## src/rtl/core/scd_pkg.sv

```systemverilog
// Shared constants, types and key tables for the set-1 scancode decoder.
`default_nettype none

package scd_pkg;

    localparam logic [7:0] PREFIX_BYTE = 8'hE0;
    localparam int unsigned CODE_W     = 7;
    localparam int unsigned CHAR_W     = 7;

    localparam logic [CODE_W-1:0] KEY_LSHIFT = 7'd42;
    localparam logic [CODE_W-1:0] KEY_RSHIFT = 7'd54;
    localparam logic [CODE_W-1:0] KEY_CTRL   = 7'd29;
    localparam logic [CODE_W-1:0] KEY_ALT    = 7'd56;
    localparam logic [CODE_W-1:0] KEY_CAPS   = 7'd58;

    // extended keys with a character
    localparam logic [CODE_W-1:0] EXT_KP_ENTER = 7'd28;
    localparam logic [CODE_W-1:0] EXT_KP_SLASH = 7'd53;
    localparam logic [CODE_W-1:0] EXT_HOME     = 7'd71;
    localparam logic [CODE_W-1:0] EXT_DELETE   = 7'd83;

    localparam logic [CHAR_W-1:0] CHAR_NONE = 7'h00;
    localparam logic [CHAR_W-1:0] CHAR_INTR = 7'h03;
    localparam logic [CHAR_W-1:0] CHAR_LF   = 7'h0A;
    localparam logic [CHAR_W-1:0] CHAR_ESC  = 7'h1B;
    localparam logic [CHAR_W-1:0] CHAR_DEL  = 7'h7F;

    typedef struct packed {
        logic shift;
        logic ctrl;
        logic alt;
        logic caps;
    } mod_flags_t;

    // JIS layout, unshifted
    function automatic logic [CHAR_W-1:0] plain_char(input logic [CODE_W-1:0] code);
        logic [CHAR_W-1:0] c;
        unique case (code)
            7'd1:    c = 7'h1B;
            7'd2:    c = 7'h31;
            7'd3:    c = 7'h32;
            7'd4:    c = 7'h33;
            7'd5:    c = 7'h34;
            7'd6:    c = 7'h35;
            7'd7:    c = 7'h36;
            7'd8:    c = 7'h37;
            7'd9:    c = 7'h38;
            7'd10:   c = 7'h39;
            7'd11:   c = 7'h30;
            7'd12:   c = 7'h2D; // -
            7'd13:   c = 7'h5E; // ^
            7'd14:   c = 7'h08;
            7'd15:   c = 7'h09;
            7'd16:   c = 7'h71;
            7'd17:   c = 7'h77;
            7'd18:   c = 7'h65;
            7'd19:   c = 7'h72;
            7'd20:   c = 7'h74;
            7'd21:   c = 7'h79;
            7'd22:   c = 7'h75;
            7'd23:   c = 7'h69;
            7'd24:   c = 7'h6F;
            7'd25:   c = 7'h70;
            7'd26:   c = 7'h40; // @
            7'd27:   c = 7'h5B; // [
            7'd28:   c = 7'h0A;
            7'd30:   c = 7'h61;
            7'd31:   c = 7'h73;
            7'd32:   c = 7'h64;
            7'd33:   c = 7'h66;
            7'd34:   c = 7'h67;
            7'd35:   c = 7'h68;
            7'd36:   c = 7'h6A;
            7'd37:   c = 7'h6B;
            7'd38:   c = 7'h6C;
            7'd39:   c = 7'h3B; // ;
            7'd40:   c = 7'h3A; // :
            7'd43:   c = 7'h5D; // ]
            7'd44:   c = 7'h7A;
            7'd45:   c = 7'h78;
            7'd46:   c = 7'h63;
            7'd47:   c = 7'h76;
            7'd48:   c = 7'h62;
            7'd49:   c = 7'h6E;
            7'd50:   c = 7'h6D;
            7'd51:   c = 7'h2C; // ,
            7'd52:   c = 7'h2E; // .
            7'd53:   c = 7'h2F; // /
            7'd55:   c = 7'h2A; // *
            7'd57:   c = 7'h20;
            7'h73:   c = 7'h5C; // ro key
            7'h7D:   c = 7'h5C; // yen key
            default: c = CHAR_NONE;
        endcase
        return c;
    endfunction

    // JIS layout, shifted
    function automatic logic [CHAR_W-1:0] shift_char(input logic [CODE_W-1:0] code);
        logic [CHAR_W-1:0] c;
        unique case (code)
            7'd1:    c = 7'h1B;
            7'd2:    c = 7'h21;
            7'd3:    c = 7'h22;
            7'd4:    c = 7'h23;
            7'd5:    c = 7'h24;
            7'd6:    c = 7'h25;
            7'd7:    c = 7'h26;
            7'd8:    c = 7'h27;
            7'd9:    c = 7'h28;
            7'd10:   c = 7'h29;
            7'd11:   c = 7'h7E;
            7'd12:   c = 7'h3D;
            7'd13:   c = 7'h7E;
            7'd14:   c = 7'h08;
            7'd15:   c = 7'h09;
            7'd16:   c = 7'h51;
            7'd17:   c = 7'h57;
            7'd18:   c = 7'h45;
            7'd19:   c = 7'h52;
            7'd20:   c = 7'h54;
            7'd21:   c = 7'h59;
            7'd22:   c = 7'h55;
            7'd23:   c = 7'h49;
            7'd24:   c = 7'h4F;
            7'd25:   c = 7'h50;
            7'd26:   c = 7'h60;
            7'd27:   c = 7'h7B;
            7'd28:   c = 7'h0A;
            7'd30:   c = 7'h41;
            7'd31:   c = 7'h53;
            7'd32:   c = 7'h44;
            7'd33:   c = 7'h46;
            7'd34:   c = 7'h47;
            7'd35:   c = 7'h48;
            7'd36:   c = 7'h4A;
            7'd37:   c = 7'h4B;
            7'd38:   c = 7'h4C;
            7'd39:   c = 7'h2B;
            7'd40:   c = 7'h2A;
            7'd43:   c = 7'h7D;
            7'd44:   c = 7'h5A;
            7'd45:   c = 7'h58;
            7'd46:   c = 7'h43;
            7'd47:   c = 7'h56;
            7'd48:   c = 7'h42;
            7'd49:   c = 7'h4E;
            7'd50:   c = 7'h4D;
            7'd51:   c = 7'h3C;
            7'd52:   c = 7'h3E;
            7'd53:   c = 7'h3F;
            7'd55:   c = 7'h2A;
            7'd57:   c = 7'h20;
            7'h73:   c = 7'h5F; // ro key: underscore
            7'h7D:   c = 7'h7C; // yen key: bar
            default: c = CHAR_NONE;
        endcase
        return c;
    endfunction

endpackage

`default_nettype wire

```

## src/rtl/core/scd_ifs.sv

```systemverilog
// Handshake channels: raw scancode bytes in, decoded key events out.
`default_nettype none

interface scd_scan_if;
    logic       valid;
    logic       ready;
    logic [7:0] scan_byte;

    modport source (output valid, output scan_byte, input ready);
    modport sink   (input valid, input scan_byte, output ready);
endinterface

interface scd_key_if;
    logic       valid;
    logic       ready;
    logic       key_pressed;
    logic [7:0] key_code;
    logic [6:0] ascii_char;
    logic       char_valid;
    logic       interrupt_request;
    logic       shift_held;
    logic       ctrl_held;
    logic       alt_held;
    logic       caps_on;

    modport source (
        output valid, output key_pressed, output key_code, output ascii_char,
        output char_valid, output interrupt_request, output shift_held,
        output ctrl_held, output alt_held, output caps_on, input ready
    );
    modport sink (
        input valid, input key_pressed, input key_code, input ascii_char,
        input char_valid, input interrupt_request, input shift_held,
        input ctrl_held, input alt_held, input caps_on, output ready
    );
endinterface

`default_nettype wire

```

## src/rtl/core/scd_translate.sv

```systemverilog
// Key code to character translation under the current modifier flags.
`default_nettype none

module scd_translate (
    input  logic [scd_pkg::CODE_W-1:0] code,
    input  logic                       ext,
    input  scd_pkg::mod_flags_t        flags,
    output logic [scd_pkg::CHAR_W-1:0] char_out
);
    import scd_pkg::*;

    logic [CHAR_W-1:0] base_char;
    logic [CHAR_W-1:0] caps_char;
    logic              is_lower;
    logic              is_upper;

    assign base_char = flags.shift ? shift_char(code) : plain_char(code);
    assign is_lower  = (base_char >= 7'h61) && (base_char <= 7'h7A);
    assign is_upper  = (base_char >= 7'h41) && (base_char <= 7'h5A);

    // caps flips case of letters; bit 5 is the case bit
    always_comb
    begin
        caps_char = base_char;
        if (flags.caps && ((!flags.shift && is_lower) || (flags.shift && is_upper)))
        begin
            caps_char = base_char ^ 7'h20;
        end
    end

    always_comb
    begin
        if (ext)
        begin
            unique case (code)
                EXT_KP_ENTER: char_out = CHAR_LF;
                EXT_KP_SLASH: char_out = 7'h2F;
                EXT_HOME:     char_out = CHAR_ESC;
                EXT_DELETE:   char_out = CHAR_DEL;
                default:      char_out = CHAR_NONE;
            endcase
        end
        else if (flags.ctrl && ((caps_char >= 7'h41 && caps_char <= 7'h5A) ||
                                (caps_char >= 7'h61 && caps_char <= 7'h7A)))
        begin
            // letters map to 1..26
            char_out = {2'b00, caps_char[4:0]};
        end
        else
        begin
            char_out = caps_char;
        end
    end

endmodule

`default_nettype wire

```

## src/rtl/core/scancode_set1_key_decoder.sv

```systemverilog
// Top level of the set-1 scancode key decoder.
// Decodes raw set-1 keyboard bytes (JIS layout) into key events. Each byte
// is taken into an input register, decoded by one combinational pass
// (modifier update, table lookup, caps and ctrl mapping) and the event is
// held in an output register until the consumer takes it. The block takes
// one byte per cycle; only a stalled consumer slows it. Each event
// is written to the output register as its byte leaves the input register,
// and the output register lets a new byte enter while the previous event
// still waits. A 0xE0 byte only arms the extended prefix and yields no
// event. Modifier flags (shift, ctrl, alt, caps lock) are updated before
// translation and reported with every event. Break codes still carry the
// translated character but never set char_valid or interrupt_request; a
// pressed key that maps to code 3 (ctrl-C) raises interrupt_request instead
// of char_valid.
`default_nettype none

module scancode_set1_key_decoder (
    input  logic              clk,
    input  logic              rst_n,
    scd_scan_if.sink          scan,
    scd_key_if.source         key
);
    import scd_pkg::*;

    // input stage
    logic              in_valid_reg;
    logic [7:0]        in_byte_reg;

    // decoder state
    logic              prefix_reg;
    logic              prefix_next;
    mod_flags_t        flags_reg;
    mod_flags_t        flags_next;

    // output stage
    logic              out_valid_reg;
    logic              out_valid_next;
    logic              pressed_reg;
    logic [7:0]        code_reg;
    logic [CHAR_W-1:0] char_reg;
    logic              char_valid_reg;
    logic              intr_reg;
    mod_flags_t        out_flags_reg;

    logic              s1_prefix;
    logic              s1_advance;
    logic              s1_emit;
    logic [CODE_W-1:0] s1_code;
    logic              s1_pressed;
    logic [CHAR_W-1:0] s1_char;

    assign s1_prefix  = (in_byte_reg == PREFIX_BYTE);
    assign s1_code    = in_byte_reg[CODE_W-1:0];
    assign s1_pressed = ~in_byte_reg[7];

    // a prefix byte leaves without needing the output register
    assign s1_advance = in_valid_reg && (s1_prefix || !out_valid_reg || key.ready);
    assign s1_emit    = s1_advance && !s1_prefix;
    assign scan.ready = !in_valid_reg || s1_advance;

    // modifier update, done before translation
    always_comb
    begin
        flags_next = flags_reg;
        if (!prefix_reg && (s1_code == KEY_LSHIFT || s1_code == KEY_RSHIFT))
        begin
            flags_next.shift = s1_pressed;
        end
        if (s1_code == KEY_CTRL)
        begin
            flags_next.ctrl = s1_pressed;
        end
        if (s1_code == KEY_ALT)
        begin
            flags_next.alt = s1_pressed;
        end
        if (!prefix_reg && s1_code == KEY_CAPS && s1_pressed)
        begin
            flags_next.caps = ~flags_reg.caps;
        end
    end

    scd_translate u_translate (
        .code     (s1_code),
        .ext      (prefix_reg),
        .flags    (flags_next),
        .char_out (s1_char)
    );

    always_comb
    begin
        prefix_next = prefix_reg;
        if (s1_advance)
        begin
            prefix_next = s1_prefix;
        end
    end

    always_comb
    begin
        out_valid_next = out_valid_reg;
        if (s1_emit)
        begin
            out_valid_next = 1'b1;
        end
        else if (key.ready)
        begin
            out_valid_next = 1'b0;
        end
    end

    // control state
    always_ff @(posedge clk or negedge rst_n)
    begin
        if (!rst_n)
        begin
            in_valid_reg  <= 1'b0;
            prefix_reg    <= 1'b0;
            flags_reg     <= '0;
            out_valid_reg <= 1'b0;
        end
        else
        begin
            if (scan.ready)
            begin
                in_valid_reg <= scan.valid;
            end
            prefix_reg    <= prefix_next;
            out_valid_reg <= out_valid_next;
            if (s1_emit)
            begin
                flags_reg <= flags_next;
            end
        end
    end

    // payload
    always_ff @(posedge clk)
    begin
        if (scan.ready && scan.valid)
        begin
            in_byte_reg <= scan.scan_byte;
        end
        if (s1_emit)
        begin
            pressed_reg    <= s1_pressed;
            code_reg       <= {prefix_reg, s1_code};
            char_reg       <= s1_char;
            char_valid_reg <= s1_pressed && (s1_char != CHAR_NONE) && (s1_char != CHAR_INTR);
            intr_reg       <= s1_pressed && (s1_char == CHAR_INTR);
            out_flags_reg  <= flags_next;
        end
    end

    assign key.valid             = out_valid_reg;
    assign key.key_pressed       = pressed_reg;
    assign key.key_code          = code_reg;
    assign key.ascii_char        = char_reg;
    assign key.char_valid        = char_valid_reg;
    assign key.interrupt_request = intr_reg;
    assign key.shift_held        = out_flags_reg.shift;
    assign key.ctrl_held         = out_flags_reg.ctrl;
    assign key.alt_held          = out_flags_reg.alt;
    assign key.caps_on           = out_flags_reg.caps;

endmodule

`default_nettype wire

```

## src/flat_wrapper.sv

```systemverilog
// flat-port wrapper written by rule: the top's interface ports become plain ports
module scancode_set1_key_decoder_flat import scd_pkg::*;
  (clk, rst_n, scan_valid, scan_scan_byte, scan_ready, key_valid, key_key_pressed, key_key_code, key_ascii_char, key_char_valid, key_interrupt_request, key_shift_held, key_ctrl_held, key_alt_held, key_caps_on, key_ready);
  scd_scan_if scan_i ();
  scd_key_if key_i ();
  input  logic clk;
  input  logic rst_n;
  input wire logic [$bits(scan_i.valid)-1:0] scan_valid;
  input wire logic [$bits(scan_i.scan_byte)-1:0] scan_scan_byte;
  output wire logic [$bits(scan_i.ready)-1:0] scan_ready;
  output wire logic [$bits(key_i.valid)-1:0] key_valid;
  output wire logic [$bits(key_i.key_pressed)-1:0] key_key_pressed;
  output wire logic [$bits(key_i.key_code)-1:0] key_key_code;
  output wire logic [$bits(key_i.ascii_char)-1:0] key_ascii_char;
  output wire logic [$bits(key_i.char_valid)-1:0] key_char_valid;
  output wire logic [$bits(key_i.interrupt_request)-1:0] key_interrupt_request;
  output wire logic [$bits(key_i.shift_held)-1:0] key_shift_held;
  output wire logic [$bits(key_i.ctrl_held)-1:0] key_ctrl_held;
  output wire logic [$bits(key_i.alt_held)-1:0] key_alt_held;
  output wire logic [$bits(key_i.caps_on)-1:0] key_caps_on;
  input wire logic [$bits(key_i.ready)-1:0] key_ready;
  assign scan_i.valid = scan_valid;
  assign scan_i.scan_byte = scan_scan_byte;
  assign scan_ready = scan_i.ready;
  assign key_valid = key_i.valid;
  assign key_key_pressed = key_i.key_pressed;
  assign key_key_code = key_i.key_code;
  assign key_ascii_char = key_i.ascii_char;
  assign key_char_valid = key_i.char_valid;
  assign key_interrupt_request = key_i.interrupt_request;
  assign key_shift_held = key_i.shift_held;
  assign key_ctrl_held = key_i.ctrl_held;
  assign key_alt_held = key_i.alt_held;
  assign key_caps_on = key_i.caps_on;
  assign key_i.ready = key_ready;
  scancode_set1_key_decoder u_core (.clk(clk), .rst_n(rst_n), .scan(scan_i), .key(key_i));
endmodule
```

## config.mk

```make
export PLATFORM = sky130hd
export DESIGN_NAME = scancode_set1_key_decoder_flat
export DESIGN_NICKNAME = d
export VERILOG_FILES = /design/src/rtl/core/scd_pkg.sv /design/src/rtl/core/scd_ifs.sv /design/src/rtl/core/scd_translate.sv /design/src/rtl/core/scancode_set1_key_decoder.sv /design/src/flat_wrapper.sv
export SDC_FILE = /design/constraint.sdc
export NUM_CORES = 1
export LEC_CHECK = 0
export BUFFER_PORTS_ARGS = -buffer_cell sky130_fd_sc_hd__buf_2
export CAP_MARGIN = 20
export CORE_ASPECT_RATIO = 0.9
export CORE_UTILIZATION = 53
export CTS_CLUSTER_SIZE = 8
export DETAILED_ROUTE_END_ITERATION = 16
export HOLD_SLACK_MARGIN = 0.02
export PLACE_DENSITY = 0.84
export SKIP_LAST_GASP = 1
export SLEW_MARGIN = 20
export SYNTH_ARGS = -nofsm -noshare
export SYNTH_HDL_FRONTEND = slang
export SYNTH_SLANG_ARGS = --single-unit
```

## constraint.sdc

```tcl
create_clock -name clk -period 2.69 [get_ports clk]
set_input_delay 0.269 -clock clk [delete_from_list [all_inputs] [get_ports clk]]
set_output_delay 0.269 -clock clk [all_outputs]
set_load 0.03 [all_outputs]
```

After elaboration in Yosys (flattened, before gate mapping)

Memories as Yosys holds them, arrays and structs flattened. A register that Yosys moved wholly into a read port is not among the register bits.
Cells that the tools add are included.

Reductions and logical operators: 30
Muxes and demuxes: 13
Bitwise gates (word level): 3
Order comparisons: 8
Equal/unequal tests: 12

Operator list:

| cell               | count |
|---|---|
| $eq 7x6->1 const B | 5 |
| $mux 7             | 5 |
| $ge 7x7->1 const B | 4 |
| $le 7x7->1 const B | 4 |
| $pmux 7 s4         | 1 |
| $logic_and 1x1->1  | 17 |
| $eq 7x5->1 const B | 2 |
| $eq 7x7->1 const B | 2 |
| $eq 8x8->1 const B | 1 |
| $eq 7x2->1 const B | 1 |
| $ne 7x2->1 const B | 1 |
| $reduce_bool 7->1  | 1 |
| $logic_or 1x1->1   | 6 |
| $mux 1             | 6 |
| $mux 6             | 1 |
| $logic_not 1->1    | 5 |
| $not 1->1          | 3 |
| $reduce_bool 2->1  | 1 |

Bits of input ports: 12
Memory bits (read-only): 1792
Logic and storage cells: 85
Memories kept: 2
Register bits after elaboration: 37

Memories:

| memory           | words | width | rd ports | clocked after Yosys merged registers in | wr ports | RTL line       | RTL |
|---|---|---|---|---|---|---|---|
| (name not given) | 128   | 7     | 1        | 1                                       | 0        | scd_pkg.sv:38  | `unique case (code)` |
| (name not given) | 128   | 7     | 1        | 1                                       | 0        | scd_pkg.sv:101 | `unique case (code)` |

Depth between registers and ports, before layout

Gate-level depths: netlist of the first run.

Word-level depth: 20
Depth in mapped cells: 12
Mapped depth without buffers: 10

By module

A second synthesis of the first run with hierarchy kept.

Cell total of the unflattened synthesis: 296
Area, all modules: 2830.2 um2

Modules (own cells, without submodules):

| module                    | seq. area each (um2) | area each (um2) | instances | cells each |
|---|---|---|---|---|
| scd_translate             | 0.0                  | 1425.1          | 1         | 216 |
| scancode_set1_key_decoder | 1076.0               | 1405.1          | 1         | 80 |

Worst setup path after synthesis of the first run

No wires, ideal clock.

Kind: flip-flop to flip-flop
Start point: register u_core.in_byte_reg[4]
End point: register (tool-made name)
Data required time: 2.562 ns
Buffers on the path: 2
Arrival: 2.576 ns
Cell stages (with the launch flop): 12
Period minus slack after synthesis: 2.704 ns
Setup slack: -0.014 ns
Path through: edfxtp_1 -> buf_2 -> nand4bb_1 -> nor2_4 -> o31ai_2 -> inv_1 -> ha_1 -> clkbuf_1 -> o21ai_0 -> a21oi_1 -> a311oi_1 -> o31ai_1

RTL lines:

| what                   | RTL line                         | RTL |
|---|---|---|
| from (decl)            | scancode_set1_key_decoder.sv:27  | `logic [7:0] in_byte_reg;` |
| from (signal assigned) | scancode_set1_key_decoder.sv:142 | `in_byte_reg <= scan.scan_byte;` |

==> impl_metrics.yaml, run 1 <==
finish:
  final_nets: 467
  multi_input_area_sq_mm: 0.00203
  area_growth_pct: 33.3
  num_antenna_cells: 0
  post-route-util: 0.755
  final_area_sq_mm: 0.00439
  layout.cells.non_filler: 517
  drive_gt1_frac: 0.367
  regArea_sq_mm: 0.00136
  fillCellCount: 393
worst_setup_path:
  crit_fanout: 15
  rrSetupSlack_ns: -0.03
  end_kind: "register"
  critPathRequiredTime_ns: 2.87
  setup.worst_path.start_class: "register"
  worst-setup-path-type: "register to register"
  worstPathArrival_ns: 2.90
synth:
  synthFlopType: "edfxtp_1"
  yosysUniqueCellTypes: 74
  netlist.area_leader.share: 0.273
  synth_seq_cells: 51
  synth.area.top_cells: "edfxtp_1 (27%), dfxtp_1 (8.5%), dfrtp_1 (5.3%)"
  synthArstFlopShare: 0.137
  syn_nets: 374
  synth.cell_area_sq_mm: 0.00330
  synth_edf_count: 30
  syn_area_per_cell_sq_um: 9.34
  postSynthCellCount: 353
  synth_top_cell_by_area: "edfxtp_1"
  ys_warn_count: 0
  ys_seq_area_frac: 0.411
run:
  maxCapViolations: 0
place:
  placed_cell_area_sq_mm: 0.00388
  dp_slack_ns: -0.0763
  place_inst: 487
  portBuffers: 35
  place_congestion: 0.979
  place_hpwl_mm: 6.69
pwr:
  power.total_mw: 2.69
  switching_share: 0.385
  p_comb_frac: 0.444
  clockPowerShare: 0.159
  leakagePower_nw: 1.88
  ir_drop_mv: 0.251
  seqPwrFrac: 0.397
  power_density_mw_per_mm2: 612
  p_int_mw: 1.65
  switchingPower_mw: 1.04
sta:
  fin_skew_ns: 0.0148
  tightest_slew_ns: 0.503
  slew_headroom: 0.660
  rsz0062_at_grt: "yes"
  tns_ns: -0.0402
  post-route-period-util: 1.01
  fin_crit_ns: 2.72
  report.final.hold_viol_count: 0
  holdWs_ns: 0.129
  setup_violations: 2
  fin_ws_ns: -0.0293
  maxSlewViolCount: 0
  fmax_ghz: 0.368
cts:
  clock_sinks: 51
  cts_tree: "done"
  cts_root_buffer: "clkbuf_8"
  clkLatencyLatePin_ns: 0.31
  htreeDepth: 2
  cts_made_buffers: 5
  clk_path_buf_depth: 2
  cts.reportedPaths.clkPinSlew_ns: 0.10
routing:
  drtPass1Iterations: 5
  drc_errors: 0
  wire_per_inst_um: 21.3
  viasPerCell: 6.74
  drt_first_iter_violations: 277
  drt_wl_total_mm: 11.0
  ant_nets: 0
  via_count: 3487
die:
  die_w_um: 85.1
  start_util: 0.566
  io_pins: 36
  die_area_sq_mm: 0.00654
  rows: 26
  core_sq_mm: 0.00582
  fp.dieH_um: 76.8
global_routing:
  grt_usage: 0.280
  overflow: 0
  grt_pass1_wl_mm: 14.6
  antenna_found_initial: 0
  grt_max_degree: 17
  grt_pass1_vias: 2987
outcome:
  violations: "setup timing"
  status: "finished, violations left"
hold_path:
  hold_class: "primary input to register"
==> cells by family (layout without fill, tap and decap cells) <==
kind of cell | count (synthesis) | in the layout | share of synthesized area
mux | 20 | 21 | 0.0634
simple gates | 117 | 117 | 0.191
compound gates | 114 | 114 | 0.237
buf+inv | 38 | 131 | 0.0520
xor+xnor | 3 | 3 | 0.00797
fa+ha+maj | 10 | 10 | 0.0376
flops | 51 | 51 | 0.411
==> critical path, stage by stage (launching register included) <==
cell,delay [ns]
edfxtp_1,0.43
or4b_4,0.57
nor2_4,0.17
a311oi_2,0.12
buf_4,0.19
buf_6,0.16
mux2_1,0.32
a32oi_1,0.24
nand2_1,0.10
a21oi_1,0.17
o31ai_1,0.12
==> path summary, 6_finish.rpt <==
path                                       start                    end  cells past startpoint
max                        u_core.in_byte_reg[1]               register                     10
min                            scan_scan_byte[7]  u_core.in_byte_reg[7]                      1
max reg2reg                u_core.in_byte_reg[1]               register                     10
min reg2reg                  u_core.flags_reg[1]    u_core.flags_reg[1]                      1
max in group asynchronous                  rst_n    u_core.in_valid_reg                      2
min in group asynchronous                  rst_n       u_core.key.valid                      2
==> Yosys cell counts (4+ instances only) <==
cell type  count
a211o_1        4
a21boi_0       4
a21oi_1       23
a221oi_1       6
a31oi_1        6
buf_2         14
clkbuf_1       5
dfrtp_1        7
dfxtp_1       14
edfxtp_1      30
ha_1           9
inv_1         11
inv_2          4
mux2_2         4
mux2i_1       13
nand2_1       38
nand3_1       13
nor2_1        20
nor3_1         5
nor4_1         4
o211ai_1       4
o21ai_0       15
o21ai_1       13
o31ai_1        8
==> final cells by class <==
cell class                 instances  share of cell area
timing repair inverter             1             0.00171
clock buffer                       7              0.0174
multi-input combinational        265               0.462
clock inverter                     1             0.00114
timing repair buffer             107               0.176
inverter                          15              0.0128
tap                               70              0.0199
sequential                        51               0.309
==> cell usage in the layout (no fill, tap or decap), types with 4 or more instances in the layout <==
master	count
a21oi_1	20
dfxtp_1	14
dfrtp_1	6
nor3_1	5
clkbuf_8	5
o21ai_1	13
o211ai_1	4
buf_6	5
inv_1	10
inv_2	5
ha_1	5
nor2_1	18
edfxtp_1	30
a31oi_1	5
buf_2	35
nand2_1	37
a211o_1	4
o21ai_0	15
a21boi_0	4
buf_4	63
nand3_1	12
o31ai_1	8
mux2i_1	11
==> power groups by stage <==
| stage | Clock [mW] | Combinational [mW] | Sequential (mW) |
|---|---|---|---|
| 2_1_floorplan | 0 | 0.567 | 1.17 |
| 5_1_grt | 0.458 | 1.27 | 1.08 |
| 4_1_cts | 0.424 | 1.02 | 1.05 |
| 6_report | 0.426 | 1.19 | 1.07 |
| 3_3_place_gp | 0 | 0.988 | 1.06 |
| 3_5_place_dp | 0 | 1.01 | 1.07 |
==> per-layer routing <==
| metal | GRT usage | up-vias | wire length [um] |
|---|---|---|---|
| li1 | - | 1531 | - |
| met1 | 0.375 | 1644 | 4170 |
| met2 | 0.471 | 263 | 5460 |
| met3 | 0.0291 | 49 | 908 |
| met4 | 0.0915 | 0 | 473 |
| met5 | 0 | - | 0 |
==> repair_timing <==
item | 4_1_cts | 5_1_grt
gates cloned | 0 | 2
gates resized for setup | 4 | 48
setup buffers | 0 | 19
pin swaps | 1 | 10
hold buffers | 1 | 0
endpoints found under the setup margin | 7 | 16
endpoints found under the hold margin | 7 | 0
Power figures use the tool's default switching activity.
==> run 2: changes to the inputs <==
- REMOVE_ABC_BUFFERS: not set -> 1
==> run 2 against run 1 <==
  * The run still ends with setup timing left
  * Non-clock buffer count is 8 lower
  * Combinational power decreased by 3%
  * Clock skew is 0.0027 ns lower
  * Clock power shrank 3%
  * First-iteration DRC count grew 0.72%
  * Core utilization decreased by 1.8 points
  * Critical path type unchanged
  * Highest routed layer unchanged
==> impl_metrics.yaml, run 2 (synthesis results as in run 1) <==
outcome:
  status: "finished, violations left"
  violations: "setup timing"
pwr:
  leakagePower_nw: 1.81
  ir_drop_mv: 0.271
  power_density_mw_per_mm2: 611
die:
  die_w_um: 85.1
  core_sq_mm: 0.00582
  fp.dieH_um: 76.8
  io_pins: 36
  die_area_sq_mm: 0.00654
  rows: 26
  start_util: 0.566
routing:
  drtPass1Iterations: 5
  drt_wl_total_mm: 9.19
  viasPerCell: 6.33
  wire_per_inst_um: 18.1
  drc_errors: 0
  via_count: 3210
  drt_first_iter_violations: 279
  ant_nets: 0
finish:
  final_nets: 457
  num_antenna_cells: 0
  layout.cells.non_filler: 507
  area_growth_pct: 30.1
  fillCellCount: 377
  layout_commonest_cell: "buf_4"
  final_cell_mix: "buf_4 (53), nand2_1 (37), buf_2 (35)"
  drive_gt1_frac: 0.350
cts:
  cts_tree: "done"
  cts_made_buffers: 5
  cts.reportedPaths.clkPinSlew_ns: 0.09
  cts_root_buffer: "clkbuf_8"
  clkLatencyLatePin_ns: 0.30
  clk_path_buf_depth: 2
  htreeDepth: 2
  clock_sinks: 51
worst_setup_path:
  worstPathArrival_ns: 2.89
  worst-setup-path-type: "register to register"
  critPathBufInv: 3
  crit_cells: 10
  worstRegToRegCells: 10
  crit_fanout: 5
  setup.worst_path.start_class: "register"
  path_cells: "or4b_4 -> nor2_4 -> buf_6 -> a311oi_4 -> buf_6 -> buf_6 -> nor4_1 -> a2111oi_2 -> a21oi_2 -> o21ai_1"
  slowest_stage: "or4b_4"
  end_kind: "register"
  crit_top_cell: "buf_6"
  critPathRequiredTime_ns: 2.89
  max_stage_delay_ns: 0.58
  rrSetupSlack_ns: -0.004
  crit_family: "simple AND/OR/NAND/NOR gates"
sta:
  fin_skew_ns: 0.0122
  report.final.hold_viol_count: 0
  fin_crit_ns: 2.69
  post-route-period-util: 1.00
  setup_violations: 1
  tightest_slew_ns: 0.536
  maxSlewViolCount: 0
  rsz0062_at_grt: "yes"
  slew_headroom: 0.640
  fmax_ghz: 0.371
  holdWs_ns: 0.131
  fin_ws_ns: -0.00368
hold_path:
  hold_class: "primary input to register"
  worstHoldPathCells: 1
global_routing:
  antenna_found_initial: 0
  grt_usage: 0.270
  grt_pass1_vias: 2972
  overflow: 0
  grt_max_degree: 21
  grt_pass1_wl_mm: 14.2
place:
  place_hpwl_mm: 6.66
  place_inst: 489
  portBuffers: 35
  place_congestion: 0.935
  dp_slack_ns: 0.00927
run:
  maxCapViolations: 0
==> run 2: repair_timing <==
action                     CTS  global route
hold buffers                 1             0
buffers inserted             0            10
cloned                       0             0
setup endpoints to repair    3            16
hold endpoints to repair     7             0
resized for setup            1            53
pin swaps                    1            19
==> run 2: power by group <==
part / total (mW) / switching (mW) / internal (mW)
Sequential: 1.06 / 0.0780 / 0.982
Clock: 0.413 / 0.235 / 0.178
Combinational: 1.15 / 0.670 / 0.477
==> run 2: path summary, 6_finish.rpt <==
check | endpoint | start
min in group asynchronous | u_core.in_valid_reg | rst_n
worst max-delay path | register | u_core.in_byte_reg[0]
worst min-delay path | u_core.in_byte_reg[7] | scan_scan_byte[7]
worst max register to register | register | u_core.in_byte_reg[0]
max in group asynchronous | u_core.flags_reg[3] | rst_n
worst min register to register | u_core.flags_reg[1] | u_core.flags_reg[1]
==> run 2: layer usage <==
layer,track usage,share of wire
met1,0.348,0.41
met2,0.466,0.50
met3,0.0388,0.082
met4,0.0864,0.016
met5,0,0
==> run 2: final cells by class <==
| class | instances | area (sq um) | area share |
|---|---|---|---|
| Multi-Input combinational cell | 264 | 1990 | 0.463 |
| Sequential cell | 51 | 1360 | 0.316 |
| Timing Repair Buffer | 99 | 713 | 0.166 |
| Tap cell | 70 | 87.6 | 0.0204 |
| Clock buffer | 5 | 68.8 | 0.0160 |
| Inverter | 15 | 61.3 | 0.0143 |
| Clock inverter | 3 | 15.0 | 0.00350 |
==> run 2: metrics by stage <==
step	util	power [mW]	TNS (ns)	area, sq um
after floorplan	-	1.71	-4.91	3180
after global placement	0.665	2.05	0	3870
after detailed placement	0.665	2.08	0	3870
after CTS	0.682	2.49	0	3970
after global routing	0.736	2.75	-0.666	4290
final	0.736	2.62	-0.00368	4290
==> run 3: changes to the inputs <==
- CORE_ASPECT_RATIO: 0.9 -> 0.6
==> run 3 against run 2 <==
  * The run still ends with setup timing left
  * Core utilization rose by 1.6 points
  * Register-to-register slack got worse by 0.11 ns
  * Worst setup slack got worse by 0.11 ns
  * Non-clock buffer count rose by 14
  * Fmax fell by 3.8%
==> impl_metrics.yaml, run 3 (synthesis results as in run 1) <==
routing:
  ant_nets: 0
  via_count: 3413
  drtPass1Iterations: 5
  drc_errors: 0
  drt_wl_total_mm: 10.9
  wire_per_inst_um: 20.5
  viasPerCell: 6.43
  drt_first_iter_violations: 450
worst_setup_path:
  r2r_start: "u_core.in_byte_reg[1]"
  setup.worst_path.start_class: "register"
  slowest_stage: "or4b_4"
  critPathRequiredTime_ns: 2.93
  crit_top_cell: "buf_4"
  worst-setup-path-type: "register to register"
  crit_fanout: 6
  rrSetupSlack_ns: -0.11
  worstRegToRegCells: 10
  worstPathArrival_ns: 3.04
  max_stage_delay_ns: 0.57
  end_kind: "register"
  path_cells: "or4b_4 -> nor2_4 -> a311oi_2 -> buf_4 -> ha_1 -> mux2i_1 -> a221oi_2 -> nor4_2 -> buf_4 -> a41o_1"
place:
  dp_slack_ns: -0.0287
  place_congestion: 1.07
  place_hpwl_mm: 7.84
  placed_cell_area_sq_mm: 0.00401
  portBuffers: 35
  place_inst: 515
sta:
  fmax_ghz: 0.357
  rsz0062_at_grt: "yes"
  tightest_slew_ns: 0.523
  fin_ws_ns: -0.111
  post-route-period-util: 1.04
  fin_crit_ns: 2.80
  report.final.hold_viol_count: 0
  slew_headroom: 0.648
  maxSlewViolCount: 0
  fin_skew_ns: 0.0111
  setup_violations: 1
finish:
  final_area_sq_mm: 0.00435
  area_growth_pct: 31.9
  final_nets: 471
  final_cell_mix: "buf_4 (74), nand2_1 (38), buf_2 (35)"
  layout_commonest_cell: "buf_4"
  drive_gt1_frac: 0.366
  layout.cells.non_filler: 531
  fillCellCount: 392
  num_antenna_cells: 0
pwr:
  clockPowerShare: 0.165
  leakagePower_nw: 1.86
  p_int_mw: 1.70
  p_comb_frac: 0.447
  seqPwrFrac: 0.388
  switching_share: 0.381
  power_density_mw_per_mm2: 631
  ir_drop_mv: 0.478
  switchingPower_mw: 1.04
global_routing:
  overflow: 0
  grt_usage: 0.315
  grt_pass1_vias: 3092
  grt_pass1_wl_mm: 15.9
  antenna_found_initial: 0
  grt_max_degree: 24
cts:
  cts.reportedPaths.clkPinSlew_ns: 0.09
  htreeDepth: 2
  clk_path_buf_depth: 2
  clkLatencyLatePin_ns: 0.30
  cts_made_buffers: 5
  cts_tree: "done"
  clock_sinks: 51
  cts_root_buffer: "clkbuf_8"
die:
  fp.dieH_um: 63.1
  die_area_sq_mm: 0.00655
  rows: 21
  die_w_um: 104
  core_sq_mm: 0.00578
  io_pins: 36
  start_util: 0.570
hold_path:
  hold_start: "scan_scan_byte[7]"
  worstHoldPathCells: 1
  holdPathEnd: "u_core.in_byte_reg[7]"
  hold_class: "primary input to register"
outcome:
  violations: "setup timing"
  status: "finished, violations left"
run:
  maxCapViolations: 0
[run 3: how the worst max path moves through the flow]
stage	slack (ns)	from	to	cells past startpoint
after floorplan	-0.52	u_core.key.valid	register	9
after global placement	0.009	u_core.in_byte_reg[1]	register	8
after detailed placement	-0.03	u_core.in_byte_reg[2]	u_core.key.interrupt_request	7
after CTS	-0.01	u_core.in_byte_reg[4]	register	11
after global routing	-0.17	u_core.in_byte_reg[1]	register	10
final	-0.11	u_core.in_byte_reg[1]	register	10
[run 3: routing by layer]
metal	vias to the layer above	global-route usage	wire length (um)
met4	0	0.0607	231
li1	1533	-	-
met5	-	0	0
met2	248	0.438	4420
met1	1600	0.459	4790
met3	32	0.125	1430
[run 3: timing repair]
item	4_1_cts	5_1_grt
buffers inserted	0	7
gates resized for setup	2	36
setup endpoints to repair	5	16
endpoints found under the hold margin	7	0
pin swaps	1	10
hold buffers	1	0
gates cloned	0	0
[run 3: layout make-up]
cell class / count / area (sq um) / area share
Inverter: 15 / 56.3 / 0.0129
Clock inverter: 1 / 3.75 / 0.000863
Timing Repair Buffer: 113 / 792 / 0.182
Clock buffer: 7 / 86.3 / 0.0199
Multi-Input combinational cell: 264 / 1950 / 0.449
Sequential cell: 51 / 1360 / 0.312
Tap cell: 80 / 100 / 0.0230
[run 3: critical path: cells and delay by family, from the launching register on]
kind	cells	cell delay [ns]
buf+inv	2	0.40
simple gates	3	1.12
flops	1	0.40
mux	1	0.20
fa+ha+maj	1	0.22
compound gates	3	0.39
[run 3: through the flow]
stage	total power, mW	util	TNS [ns]	hold slack [ns]
3_5_place_dp	2.14	0.693	-0.0287	0.120
2_1_floorplan	1.71	-	-4.91	-0.0266
6_report	2.74	0.752	-0.111	0.168
5_1_grt	2.87	0.752	-0.788	0.158
4_1_cts	2.59	0.712	-0.0138	0.166
3_3_place_gp	2.12	0.693	0	0.121
[run 3: power by group through the flow]
| stage | sequential, mW | clock [mW] | combinational [mW] |
|---|---|---|---|
| 2_1_floorplan | 1.18 | 0 | 0.530 |
| 3_3_place_gp | 1.07 | 0 | 1.06 |
| 3_5_place_dp | 1.08 | 0 | 1.07 |
| 6_report | 1.06 | 0.453 | 1.23 |
| 5_1_grt | 1.08 | 0.480 | 1.31 |
| 4_1_cts | 1.06 | 0.450 | 1.08 |
